<file path="src/hdl/pwm_period_duty_meter_assert.svh">
// Assertion macros for the PWM period and duty meter.
`ifndef PWM_PERIOD_DUTY_METER_ASSERT_SVH
`define PWM_PERIOD_DUTY_METER_ASSERT_SVH
`ifndef SYNTH
// Checked at every clock edge while reset is low.
`define PPDM_ASSERT(label, expr, msg) \
   label: assert property (@(posedge clock) disable iff (reset) (expr)) else $error(msg);
// Checked at every clock edge, reset included.
`define PPDM_ASSERT_ALWAYS(label, expr, msg) \
   label: assert property (@(posedge clock) (expr)) else $error(msg);
`else
`define PPDM_ASSERT(label, expr, msg)
`define PPDM_ASSERT_ALWAYS(label, expr, msg)
`endif
`endif

</file>
<file path="src/hdl/ppdm_pkg.sv">
// Shared types and constants of the PWM period and duty meter.
package ppdm_pkg;

   localparam int TIME_WIDTH_DEFAULT = 32;

   localparam int DIV_WIDTH      = 40;
   localparam int DIV_STEP_WIDTH = 5;

   localparam logic [19:0] US_PER_SECOND = 20'd1000000;
   localparam logic [6:0]  PERCENT_FULL  = 7'd100;

   // Quotient widths: the frequency fits 20 bits, a duty below 100 fits 7.
   localparam logic [DIV_STEP_WIDTH-1:0] FREQ_STEPS = 5'd20;
   localparam logic [DIV_STEP_WIDTH-1:0] DUTY_STEPS = 5'd7;

   typedef enum logic [1:0] {
      EDGE_NONE = 2'd0,
      EDGE_RISE = 2'd1,
      EDGE_FALL = 2'd2
   } edge_kind_type;

   typedef enum logic [2:0] {
      S_IDLE,
      S_EDGE,
      S_CHECK,
      S_FREQ,
      S_DUTY,
      S_DONE
   } state_type;

   typedef struct packed {
      logic                      start;
      logic [31:0]               divisor;
      logic [31:0]               rem_init;
      logic [DIV_WIDTH-1:0]      bits;
      logic [DIV_STEP_WIDTH-1:0] steps;
   } div_req_type;

   typedef struct packed {
      logic        busy;
      logic        done;
      logic [19:0] quotient;
   } div_rsp_type;

endpackage

</file>
<file path="src/hdl/ppdm_divider.sv">
// Shared restoring divider, one quotient bit per cycle.
module ppdm_divider
   import ppdm_pkg::*;
(
   input  logic        clock,
   input  logic        reset,
   input  div_req_type div_req,
   output div_rsp_type div_rsp
);

   logic                      busy_ff, busy_in;
   logic                      done_ff, done_in;
   logic [DIV_STEP_WIDTH-1:0] count_ff, count_in;
   logic [31:0]               rem_ff, rem_in;
   logic [31:0]               divisor_ff, divisor_in;
   logic [DIV_WIDTH-1:0]      sh_ff, sh_in;

   logic [32:0] trial;
   logic [32:0] diff;
   logic        fits;

   // The partial remainder stays below the divisor, so the trial fits 33 bits.
   always_comb begin
      trial = {rem_ff, sh_ff[DIV_WIDTH-1]};
      diff  = trial - {1'b0, divisor_ff};
      fits  = trial >= {1'b0, divisor_ff};
   end

   always_comb begin
      busy_in    = busy_ff;
      done_in    = done_ff;
      count_in   = count_ff;
      rem_in     = rem_ff;
      divisor_in = divisor_ff;
      sh_in      = sh_ff;
      if (div_req.start) begin
         busy_in    = 1'b1;
         done_in    = 1'b0;
         count_in   = div_req.steps;
         rem_in     = div_req.rem_init;
         divisor_in = div_req.divisor;
         sh_in      = div_req.bits;
      end else if (busy_ff) begin
         rem_in   = fits ? diff[31:0] : trial[31:0];
         sh_in    = {sh_ff[DIV_WIDTH-2:0], fits};
         count_in = count_ff - 1'b1;
         if (count_ff == DIV_STEP_WIDTH'(1)) begin
            busy_in = 1'b0;
            done_in = 1'b1;
         end
      end
   end

   always_ff @(posedge clock) begin
      if (reset) begin
         busy_ff <= 1'b0;
         done_ff <= 1'b0;
      end else begin
         busy_ff <= busy_in;
         done_ff <= done_in;
      end
   end

   always_ff @(posedge clock) begin
      count_ff   <= count_in;
      rem_ff     <= rem_in;
      divisor_ff <= divisor_in;
      sh_ff      <= sh_in;
   end

   assign div_rsp.busy     = busy_ff;
   assign div_rsp.done     = done_ff;
   assign div_rsp.quotient = sh_ff[19:0];

endmodule

</file>
<file path="src/hdl/pwm_period_duty_meter.sv">
// Top level of the PWM period and duty meter.
//
// The meter takes one item per change of a digital input: a microsecond
// timestamp and the new pin level. It finds rising and falling edges against
// the previous level, measures the rise-to-rise period (after the first rise)
// and the rise-to-fall high time (when the fall is not before the last rise),
// and answers every item with one result item carrying the held period, the
// held high time, the frequency 1000000 / period and the duty
// 100 * high / period clamped to 100; both are 0 while no period is known.
// Time differences wrap modulo 2^TIME_WIDTH before being cut to 32 bits.
// Both quotients come from one shared divider that yields one quotient bit per
// clock: 20 steps for the frequency and 7 for the duty, which is skipped when
// the high time reaches the period. An accepted item goes through edge detection,
// a check state, the frequency division, the duty division unless it is skipped,
// and a done state that registers the result once the output register is free;
// both divisions are skipped while no period is known. The input side takes one
// item at a time; a finished result waits in the output register while the next
// item is accepted.
module pwm_period_duty_meter
   import ppdm_pkg::*;
#(
   parameter int TIME_WIDTH = TIME_WIDTH_DEFAULT
)
(
   input  logic        clock,
   input  logic        reset,
   input  logic        req_tvalid,
   output logic        req_tready,
   input  logic [39:0] req_tdata,  // timestamp_us[31:0], level[32], zero fill
   output logic        rsp_tvalid,
   input  logic        rsp_tready,
   output logic [95:0] rsp_tdata,  // period_us, high_us, freq_hz, duty_pct, zero fill
   output logic [1:0]  rsp_tuser   // edge_kind
);

   `include "pwm_period_duty_meter_assert.svh"

   // Differences keep at most 32 bits, fewer for a narrower time base.
   localparam int          DiffWidth = (TIME_WIDTH < 32) ? TIME_WIDTH : 32;
   localparam logic [32:0] DiffFull  = (33'd1 << DiffWidth) - 33'd1;
   localparam logic [31:0] DiffMask  = DiffFull[31:0];

   state_type     state_ff, state_in;
   logic          rsp_valid_ff, rsp_valid_in;
   logic          prev_level_ff, prev_level_in;
   logic          rise_seen_ff, rise_seen_in;
   logic [31:0]   rise_time_ff, rise_time_in;
   logic [31:0]   period_ff, period_in;
   logic [31:0]   high_ff, high_in;

   logic [31:0]   ts_ff, ts_in;
   logic          level_ff, level_in;
   edge_kind_type edge_ff, edge_in;
   logic          duty_full_ff, duty_full_in;
   logic [DIV_WIDTH-1:0] scaled_ff, scaled_in;
   logic [19:0]   freq_ff, freq_in;
   logic [6:0]    duty_ff, duty_in;

   logic [95:0]   out_data_ff, out_data_in;
   logic [1:0]    out_user_ff, out_user_in;

   logic [31:0]   elapsed;
   logic [DIV_WIDTH-1:0] high_wide;
   div_req_type   div_req;
   div_rsp_type   div_rsp;

   ppdm_divider u_divider (
      .clock   (clock),
      .reset   (reset),
      .div_req (div_req),
      .div_rsp (div_rsp)
   );

   assign elapsed   = (ts_ff - rise_time_ff) & DiffMask;
   assign high_wide = {{(DIV_WIDTH-32){1'b0}}, high_ff};

   always_comb begin
      state_in      = state_ff;
      rsp_valid_in  = rsp_valid_ff;
      prev_level_in = prev_level_ff;
      rise_seen_in  = rise_seen_ff;
      rise_time_in  = rise_time_ff;
      period_in     = period_ff;
      high_in       = high_ff;
      ts_in         = ts_ff;
      level_in      = level_ff;
      edge_in       = edge_ff;
      duty_full_in  = duty_full_ff;
      scaled_in     = scaled_ff;
      freq_in       = freq_ff;
      duty_in       = duty_ff;
      out_data_in   = out_data_ff;
      out_user_in   = out_user_ff;
      req_tready    = 1'b0;
      div_req       = '0;

      if (rsp_valid_ff && rsp_tready) begin
         rsp_valid_in = 1'b0;
      end

      unique case (state_ff)
         S_IDLE: begin
            req_tready = 1'b1;
            if (req_tvalid) begin
               ts_in    = req_tdata[31:0];
               level_in = req_tdata[32];
               state_in = S_EDGE;
            end
         end
         S_EDGE: begin
            edge_in = EDGE_NONE;
            if (!prev_level_ff && level_ff) begin
               edge_in = EDGE_RISE;
               if (rise_seen_ff) begin
                  period_in = elapsed;
               end
               rise_time_in = ts_ff;
               rise_seen_in = 1'b1;
            end else if (prev_level_ff && !level_ff) begin
               edge_in = EDGE_FALL;
               if (ts_ff >= rise_time_ff) begin
                  high_in = elapsed;
               end
            end
            prev_level_in = level_ff;
            state_in      = S_CHECK;
         end
         S_CHECK: begin
            // 100 * high as three shifted terms.
            scaled_in    = (high_wide << 6) + (high_wide << 5) + (high_wide << 2);
            duty_full_in = high_ff >= period_ff;
            freq_in      = '0;
            duty_in      = '0;
            if (period_ff == 32'd0) begin
               state_in = S_DONE;
            end else begin
               div_req.start    = 1'b1;
               div_req.divisor  = period_ff;
               div_req.rem_init = '0;
               div_req.bits     = {US_PER_SECOND, {(DIV_WIDTH-20){1'b0}}};
               div_req.steps    = FREQ_STEPS;
               state_in         = S_FREQ;
            end
         end
         S_FREQ: begin
            if (div_rsp.done) begin
               freq_in = div_rsp.quotient;
               if (duty_full_ff) begin
                  duty_in  = PERCENT_FULL;
                  state_in = S_DONE;
               end else begin
                  // high < period keeps the quotient below 100 and the
                  // upper part of the dividend below the divisor.
                  div_req.start    = 1'b1;
                  div_req.divisor  = period_ff;
                  div_req.rem_init = scaled_ff[38:7];
                  div_req.bits     = {scaled_ff[6:0], {(DIV_WIDTH-7){1'b0}}};
                  div_req.steps    = DUTY_STEPS;
                  state_in         = S_DUTY;
               end
            end
         end
         S_DUTY: begin
            if (div_rsp.done) begin
               duty_in  = div_rsp.quotient[6:0];
               state_in = S_DONE;
            end
         end
         S_DONE: begin
            if (!rsp_valid_ff || rsp_tready) begin
               out_data_in  = {5'b0, duty_ff, freq_ff, high_ff, period_ff};
               out_user_in  = edge_ff;
               rsp_valid_in = 1'b1;
               state_in     = S_IDLE;
            end
         end
         default: begin
            state_in = S_IDLE;
         end
      endcase
   end

   always_ff @(posedge clock) begin
      if (reset) begin
         state_ff      <= S_IDLE;
         rsp_valid_ff  <= 1'b0;
         prev_level_ff <= 1'b0;
         rise_seen_ff  <= 1'b0;
         rise_time_ff  <= '0;
         period_ff     <= '0;
         high_ff       <= '0;
      end else begin
         state_ff      <= state_in;
         rsp_valid_ff  <= rsp_valid_in;
         prev_level_ff <= prev_level_in;
         rise_seen_ff  <= rise_seen_in;
         rise_time_ff  <= rise_time_in;
         period_ff     <= period_in;
         high_ff       <= high_in;
      end
   end

   always_ff @(posedge clock) begin
      ts_ff        <= ts_in;
      level_ff     <= level_in;
      edge_ff      <= edge_in;
      duty_full_ff <= duty_full_in;
      scaled_ff    <= scaled_in;
      freq_ff      <= freq_in;
      duty_ff      <= duty_in;
      out_data_ff  <= out_data_in;
      out_user_ff  <= out_user_in;
   end

   assign rsp_tvalid = rsp_valid_ff;
   assign rsp_tdata  = out_data_ff;
   assign rsp_tuser  = out_user_ff;

   // An accepted item always moves on to edge detection.
   `PPDM_ASSERT(a_accept_to_edge, (req_tvalid && req_tready) |=> (state_ff == S_EDGE), "accepted item did not reach edge detection")
   // Once a rise has been seen the flag stays until reset.
   `PPDM_ASSERT(a_rise_seen_holds, !$fell(rise_seen_ff), "rise seen flag cleared without reset")
   // Without a period, both quotients must be zero.
   `PPDM_ASSERT(a_zero_period, (rsp_tvalid && rsp_tdata[31:0] == 32'd0) |-> (rsp_tdata[90:64] == 27'd0), "nonzero frequency or duty with zero period")
   // The divider is only started while it is idle.
   `PPDM_ASSERT(a_div_start_idle, div_req.start |-> !div_rsp.busy, "divider restarted while busy")

endmodule

</file>
<file path="config.mk">
export PLATFORM = sky130hd
export DESIGN_NAME = pwm_period_duty_meter
export DESIGN_NICKNAME = d
export VERILOG_FILES = /design/src/hdl/ppdm_pkg.sv /design/src/hdl/ppdm_divider.sv /design/src/hdl/pwm_period_duty_meter.sv
export VERILOG_INCLUDE_DIRS = /design/src /design/src/hdl
export SDC_FILE = /design/constraint.sdc
export NUM_CORES = 1
export LEC_CHECK = 0
export ABC_AREA = 1
export BUFFER_PORTS_ARGS = -buffer_cell sky130_fd_sc_hd__buf_2
export CORE_UTILIZATION = 25
export DETAILED_ROUTE_END_ITERATION = 6
export PLACE_DENSITY_LB_ADDON = 0.3
export SLEW_MARGIN = 25
export SYNTH_ARGS = -nofsm -noshare
export SYNTH_HDL_FRONTEND = slang
export SYNTH_HIERARCHICAL = 1
export SYNTH_SLANG_ARGS = --single-unit
</file>
<file path="constraint.sdc">
create_clock -name clock -period 30 [get_ports clock]
set_clock_uncertainty 0.2 [all_clocks]
set_input_delay 1.5 -clock clock [delete_from_list [all_inputs] [get_ports clock]]
set_output_delay 1.5 -clock clock [all_outputs]
set_load 0.03 [all_outputs]
</file>
Word-level counts from Yosys, hierarchy flattened
Index checks and enable logic that the tools add are counted.
Word-level totals
  register bits after elaboration: 408
  input bits: 44
  output and inout port bits: 100
  word-level logic and storage cells: 96
Operators by class
  add/sub/neg operators: 5
  order comparisons: 3
  equality and inequality tests: 11
  multiplexer cells: 32
  bitwise gates (word level): 1
  reductions and logical operators: 22
Operators by type and width (count)
  $mux 110: 3
  $pmux 110 s2: 1
  $mux 32: 3
  $mux 40: 2
  $ge 32x32->1: 2
  $sub 32x32->32: 2
  $pmux 20 s2: 1
  $add 38x37->39: 1
  $add 39x34->39: 1
  $ge 33x32->1: 1
  $logic_not 32->1: 1
  $mux 7: 3
  $pmux 7 s3: 1
  $mux 20: 1
  $pmux 3 s6: 1
  $mux 3: 5
  $reduce_and 4->1: 3
  $mux 5: 2
  $reduce_and 2->1: 5
  $mux 1: 8
  $eq 3x2->1 const B: 2
  $eq 3x3->1 const B: 2
  $ne 2x2->1 const B: 3
  $eq 5x1->1 const B: 1
  other kinds (13): 19

Longest topological paths before layout
Gate-level depths: netlist (run 1).
  word-level depth: 4
  depth in mapped cells: 17
  mapped depth without buffers: 16

Cells and area by module
Netlist (run 1), hierarchy kept.
By module, submodules not included
  pwm_period_duty_meter: times used 1, cells an instance 1997, area each 16592.2 um^2, seq. area each 7837.5 um^2
  ppdm_divider: times used 1, cells an instance 1046, area each 7739.9 um^2, seq. area each 3313.2 um^2

Worst setup path before layout (run 1)
OpenSTA, ideal clock, no wires.
  kind: input to register
  start point: in rsp_tready
  end point: reg out_data_ff[0] (netlist: rsp_tdata[0]) (enable)
  library setup time: 773 ps
  arrival time: 10311 ps
  data required time: 29027 ps
  setup slack: 18716 ps
  stages on the path: 2
  path buffers: 0
  cells stage by stage: nor2_1 nor4_1
Between the ends
  longest elaborated chain between the ends: 2
Ends and longest elaborated chain
  start: declaration: RTL line pwm_period_duty_meter.sv:31  | input logic rsp_tready,
  $logic_or 1x1->1: RTL line pwm_period_duty_meter.sv:170  | if (!rsp_valid_ff || rsp_tready) begin
  $reduce_and 2->1 (no line)
  end signal: assignment: RTL line pwm_period_duty_meter.sv:211  | out_data_ff <= out_data_in;
  end: declaration: RTL line pwm_period_duty_meter.sv:59  | logic [95:0] out_data_ff, out_data_in;
Every way passes these cells.
A chain may end at the register's enable or synchronous reset.

==> reports/results.tsv, run 1 <==
stage	metric	value	unit
cells_and_area	layout cells sized above 1	0.0886	
clock_network	clk root buf	clkbuf_16	
synth	yosys warns	6	
run_status	status	completed	
grt	global route overflow	0	
synth	Mean Syn Cell Area	8.00	um^2
placement	pre-CTS setup slack	24.94	ns
routing	initial drt markers	939	
critical_path	Crit Path Max Fanout	77	
placement	IO Port Bufs	131	
grt	initial antenna violation count	0	
sta	fin crit period	4.67	ns
clock_network	TritonCTS Buffers	48	
critical_path	Critical Path RT	30.05	ns
sta	hold_ws	0.202	ns
placement	dpl cells	4403	
sta	total negative slack	0	ns
placement	global placement routability congestion	0.916	
cells_and_area	ant diodes	0	
critical_path	Worst R2R Setup Slack	25.33	ns
sta	Final setup viols	0	
grt	number of global-route vias before repair	18800	
clock_network	clock buffer depth	3	
worst_hold_path	worst hold path type	reg2reg	
critical_path	critical setup path kind	reg2reg	
critical_path	worst r2r src	period_ff[31]	
power_and_ir_drop	Pleak	13.2	nW
routing	DR vias	19100	
routing	DR DRC count	0	
critical_path	CP endpoint kind	flop	
placement	DP HPWL	50.7	mm
sta	setup repair after global routing missed its margin	false	
grt	pin count of the biggest net entering global routing	84	
sta	final max-slew violation count	0	
synth	Mapped Area	0.0243	mm^2
die	DIE WIDTH	314	um
sta	final hold viol count	0	
sta	Max Fclk	214	MHz
clock_network	clock sink count	406	
die	Starting Density	0.252	
grt	gr usage total	0.134	
clock_network	Clk Latency, worst-skew pair	0.61	ns
critical_path	CP arrival	4.72	ns
clock_network	Post-CTS Resized	0	
clock_network	CTS tree	done	
routing	Initial DRT Pass Iterations	7	
sta	Final Cycle Share	0.156	
worst_hold_path	Hold Path Origin	period_ff[25]	
critical_path	Worst Setup Start Kind	flop	
grt	first-pass GRT wire length	103	mm
clock_network	Post-CTS Setup Inserts	0	
die	die extent in y	314	um
cells_and_area	Final #Nets	3387	
routing	post-route ant nets	0	
sta	Setup WS post-layout	25.33	ns
synth	Post-Syn Instances	3042	
critical_path	Critical Path Start	period_ff[31]	
sta	Tightest Pin Transition	0.952	ns
cells_and_area	P&R area growth vs syn	15.0	%
die	core area	0.0966	mm^2
die	row count	114	
run	max-cap violations	0	
clock_network	clk slew on worst S/H paths	0.06	ns
clock_network	CTS H-tree depth	2	
routing	vias per inst	4.25	
sta	Slew HR	0.365	
die	DIE AREA	0.0985	mm^2
power_and_ir_drop	worst vdd ir	0.0000493	V
clock_network	cts-stage hold buffer count	0	
routing	DR WL/cell	14.7	um
die	io pins	144	
routing	Detailed Route WL	66.1	mm
cells_and_area	post-route insts no fill	4492	
power_and_ir_drop	PD cells	77.5	mW/mm^2
==> layout by cell type, fill, tap and decap left out, drive strengths merged, types with 29 or more instances in the layout <==
cell / n
inv: 532
dfxtp: 104
nand3: 158
fa: 31
edfxtp: 302
ha: 135
clkbuf: 58
nand3b: 33
conb: 38
buf: 142
nand4: 35
nand2: 936
xnor2: 29
o21ai: 88
a21oi: 172
nor2: 304
==> report_power, final <==
part           total, mW  internal [mW]  switching [mW]
logic              0.761          0.230           0.532
clock network      0.633          0.382           0.251
registers          0.773          0.733          0.0404
==> state kept, by name, summed over array words and instances (netlist names), 2 cells and up <==
register              flops
duty_ff                   7
edge_ff                   2
freq_ff                  20
high_ff                  32
period_ff                32
rise_time_ff             32
rsp_tdata                91
rsp_tuser                 2
scaled_ff                37
state_ff                  3
ts_ff                    32
u_divider/count_ff        5
u_divider/divisor_ff     32
u_divider/rem_ff         32
u_divider/sh_ff          40
==> layer usage <==
| layer | GRT usage | share of wire | vias to the layer above |
|---|---|---|---|
| met2 | 0.238 | 0.49 | 325 |
| met5 | 0 | 0 | - |
| met1 | 0.162 | 0.44 | 8726 |
| li1 | - | - | 9898 |
| met3 | 0.0172 | 0.031 | 127 |
| met4 | 0.0576 | 0.042 | 0 |
==> stage by stage <==
step	area [um^2]	util	power (mW)
floorplan	24500	-	1.35
global placement	26300	0.272	1.55
global route	28000	0.290	2.33
finish	28000	0.290	2.17
CTS	28000	0.290	2.20
detailed placement	26300	0.272	1.56
==> path summary, 6_finish.rpt <==
check                              to  cells after the start
setup / recovery  u_divider/sh_ff[31]                     12
hold / removal          rsp_tdata[25]                      0
hold reg to reg         rsp_tdata[25]                      0
setup reg to reg  u_divider/sh_ff[31]                     12
==> worst max-delay path, cell delays in order (launching register included) <==
cell and delay [ns]:
dfxtp_1 0.30, inv_1 0.31, nand4_1 0.14, nor2_1 0.15
nand2_1 0.15, nor2_1 0.30, nor2_4 0.19, nor2_4 0.66
clkinv_2 0.63, inv_2 0.14, buf_4 0.67, nand2_4 0.05
buf_6 0.34
==> cell type report <==
type,instances,area (um^2)
fill,10500,68600
sequential,406,11200
multi-input combinational,2048,10800
inverter,531,1990
tap,1276,1600
clock buffer,58,1310
timing repair buffer,142,742
clock inverter,31,398
Note: power is estimated with default switching activity, not from simulation.
==> run 2, diff against run 1 <==
==> constraint.sdc (replaced) <==
create_clock -name clock -period 4.3 [get_ports clock]
set_clock_uncertainty 0.2 [all_clocks]
set_input_delay 0.215 -clock clock [delete_from_list [all_inputs] [get_ports clock]]
set_output_delay 0.215 -clock clock [all_outputs]
set_load 0.03 [all_outputs]
==> run 2 against run 1 <==
Effect of this change:
- final cell count up 1.0%
- clock power rose to 6.2 times the previous value
- flip-flop and latch count unchanged
- worst hold slack worse by 0.075 ns
- critical endpoint is now scaled_ff[36]
- via count up 0.27%
- final area up 1.0%
- combinational power rose to 7.1 times the previous value
- setup slack worse by 24 ns
- sequential power rose to 7.0 times the previous value
- register-to-register slack worse by 24 ns
- fmax up 37%
- critical path depth up 1
- largest power group is now combinational logic
==> reports/results.tsv, run 2 (same netlist as run 1, synthesis figures left out) <==
stage	metric	value	unit
run_status	status	completed	
sta	final hold viol count	0	
placement	DP HPWL	51.7	mm
grt	first-pass GRT wire length	104	mm
worst_hold_path	worst hold path type	in2reg	
die	Starting Density	0.252	
grt	pin count of the biggest net entering global routing	116	
clock_network	clock sink count	406	
sta	Tightest Pin Transition	0.935	ns
clock_network	clk root buf	clkbuf_16	
clock_network	Clk Latency, worst-skew pair	0.60	ns
grt	gr usage total	0.135	
cells_and_area	commonest non-fill, non-tap cell in the layout	nand2_1	
placement	dpl cells	4414	
placement	IO Port Bufs	131	
critical_path	CP max stage cell	dfxtp_1	
sta	Final setup viols	0	
critical_path	cell with the most instances on the worst path	nand2_1	
critical_path	CP endpoint kind	flop	
sta	Final Cycle Share	0.796	
power_and_ir_drop	Pleak	13.3	nW
sta	total negative slack	0	ns
routing	post-route ant nets	0	
clock_network	CTS tree	done	
run	max-cap violations	0	
routing	initial drt markers	1104	
critical_path	max incr delay on CP	0.52	ns
critical_path	Critical Path RT	4.43	ns
sta	final max-slew violation count	0	
power_and_ir_drop	worst vdd ir	0.000363	V
routing	DR DRC count	0	
cells_and_area	ant diodes	0	
cells_and_area	fillers	10400	
die	io pins	144	
clock_network	TritonCTS Buffers	47	
power_and_ir_drop	PD cells	521	mW/mm^2
placement	global placement routability congestion	0.877	
clock_network	CTS H-tree depth	2	
clock_network	Post-CTS Resized	0	
die	DIE AREA	0.0985	mm^2
routing	Initial DRT Pass Iterations	5	
sta	Max Fclk	292	MHz
cells_and_area	most frequent cells in the layout	nand2_1, inv_1, edfxtp_1, nor2_1, a21oi_1	
clock_network	clock buffer depth	3	
cells_and_area	flip-flop count of the largest register after layout	91	
sta	fin crit period	3.42	ns
die	die extent in y	314	um
critical_path	CP arrival	3.56	ns
grt	initial antenna violation count	0	
grt	number of global-route vias before repair	18900	
critical_path	Crit Path Max Fanout	6	
routing	Detailed Route WL	66.9	mm
cells_and_area	layout cells sized above 1	0.0880	
routing	vias per inst	4.21	
critical_path	Worst Setup Start Kind	flop	
critical_path	worst-path cell chain	fa_1, ha_1, fa_1, nand2_1, nand3_1, o21ai_0, o21ai_0, nand3_1, nand3_1, nand2_1, nand2_1, nand2_1, nand2_1	
routing	DR vias	19100	
sta	setup repair after global routing missed its margin	false	
clock_network	clk slew on worst S/H paths	0.06	ns
die	DIE WIDTH	314	um
die	core area	0.0966	mm^2
die	row count	114	
routing	DR WL/cell	14.7	um
cells_and_area	P&R area growth vs syn	16.2	%
sta	Slew HR	0.377	
cells_and_area	post-route insts no fill	4539	
critical_path	critical setup path kind	reg2reg	
cells_and_area	Final #Nets	3434	
grt	global route overflow	0	
[run 2: cell count changes in the layout (fill, tap and decap cells not counted), moves of 3 or more]
cell / change
buf_4: +7
clkbuf_8: -3
clkinvlp_4: +3
buf_12: +5
dlygate4sd3_1: +37
clkbuf_1: +6
bufinv_16: -6
[run 2: path summary, 6_finish.rpt]
kind / startpoint / endpoint / slack, ns / cells after the start
worst max-delay path: high_ff[4] / scaled_ff[36] / 0.88 / 13
worst min-delay path: req_tdata[22] / ts_ff[22] / 0.13 / 2
worst max register to register: high_ff[4] / scaled_ff[36] / 0.88 / 13
worst min register to register: duty_ff[2] / rsp_tdata[86] / 0.20 / 0
[run 2: routing by layer]
layer	track usage	vias to the layer above	share of wire
met1	0.169	8709	0.45
li1	-	10000	-
met2	0.237	318	0.48
met4	0.0503	0	0.035
met5	0	-	0
met3	0.0170	97	0.031
[run 2: timing repair]
action	in CTS	in global routing
hold buffers	37	0
setup buffers	0	0
endpoints found under the hold margin	39	0
[run 2: critical path: cells and delay by family, from the launching register on]
kind | cells | cell delay [ns]
AOI/OAI and AO/OA | 2 | 0.44
adders and majority gates | 3 | 1.19
DFF | 1 | 0.52
and+or+nand+nor | 8 | 0.81
[run 2: report_power, final]
part	switching (mW)	internal, mW
sequential	0.283	5.11
combinational	3.77	1.66
clock	1.71	2.19
total	5.76	8.96
[run 2: final cells by class]
type	count	area (um^2)	area share
flip-flops and latches	406	11200	0.394
clock inverters	29	235	0.00832
well taps	1276	1600	0.0565
multi-input cells	2048	10800	0.382
inverters	531	2000	0.0706
clock buffers	59	1240	0.0439
repair buffers	190	1250	0.0443
[run 2: per-stage QoR]
stage	utilization	hold WS [ns]	area, um^2	worst slack (ns)	power [mW]
finish	0.293	0.127	28300	0.876	14.7
global route	0.293	0.103	28300	0.581	15.8
CTS	0.293	0.0813	28300	0.814	14.9
detailed placement	0.274	0.193	26400	0.854	10.9
global placement	0.274	0.192	26400	0.857	10.9
floorplan	-	0.0874	24500	0.0964	9.42
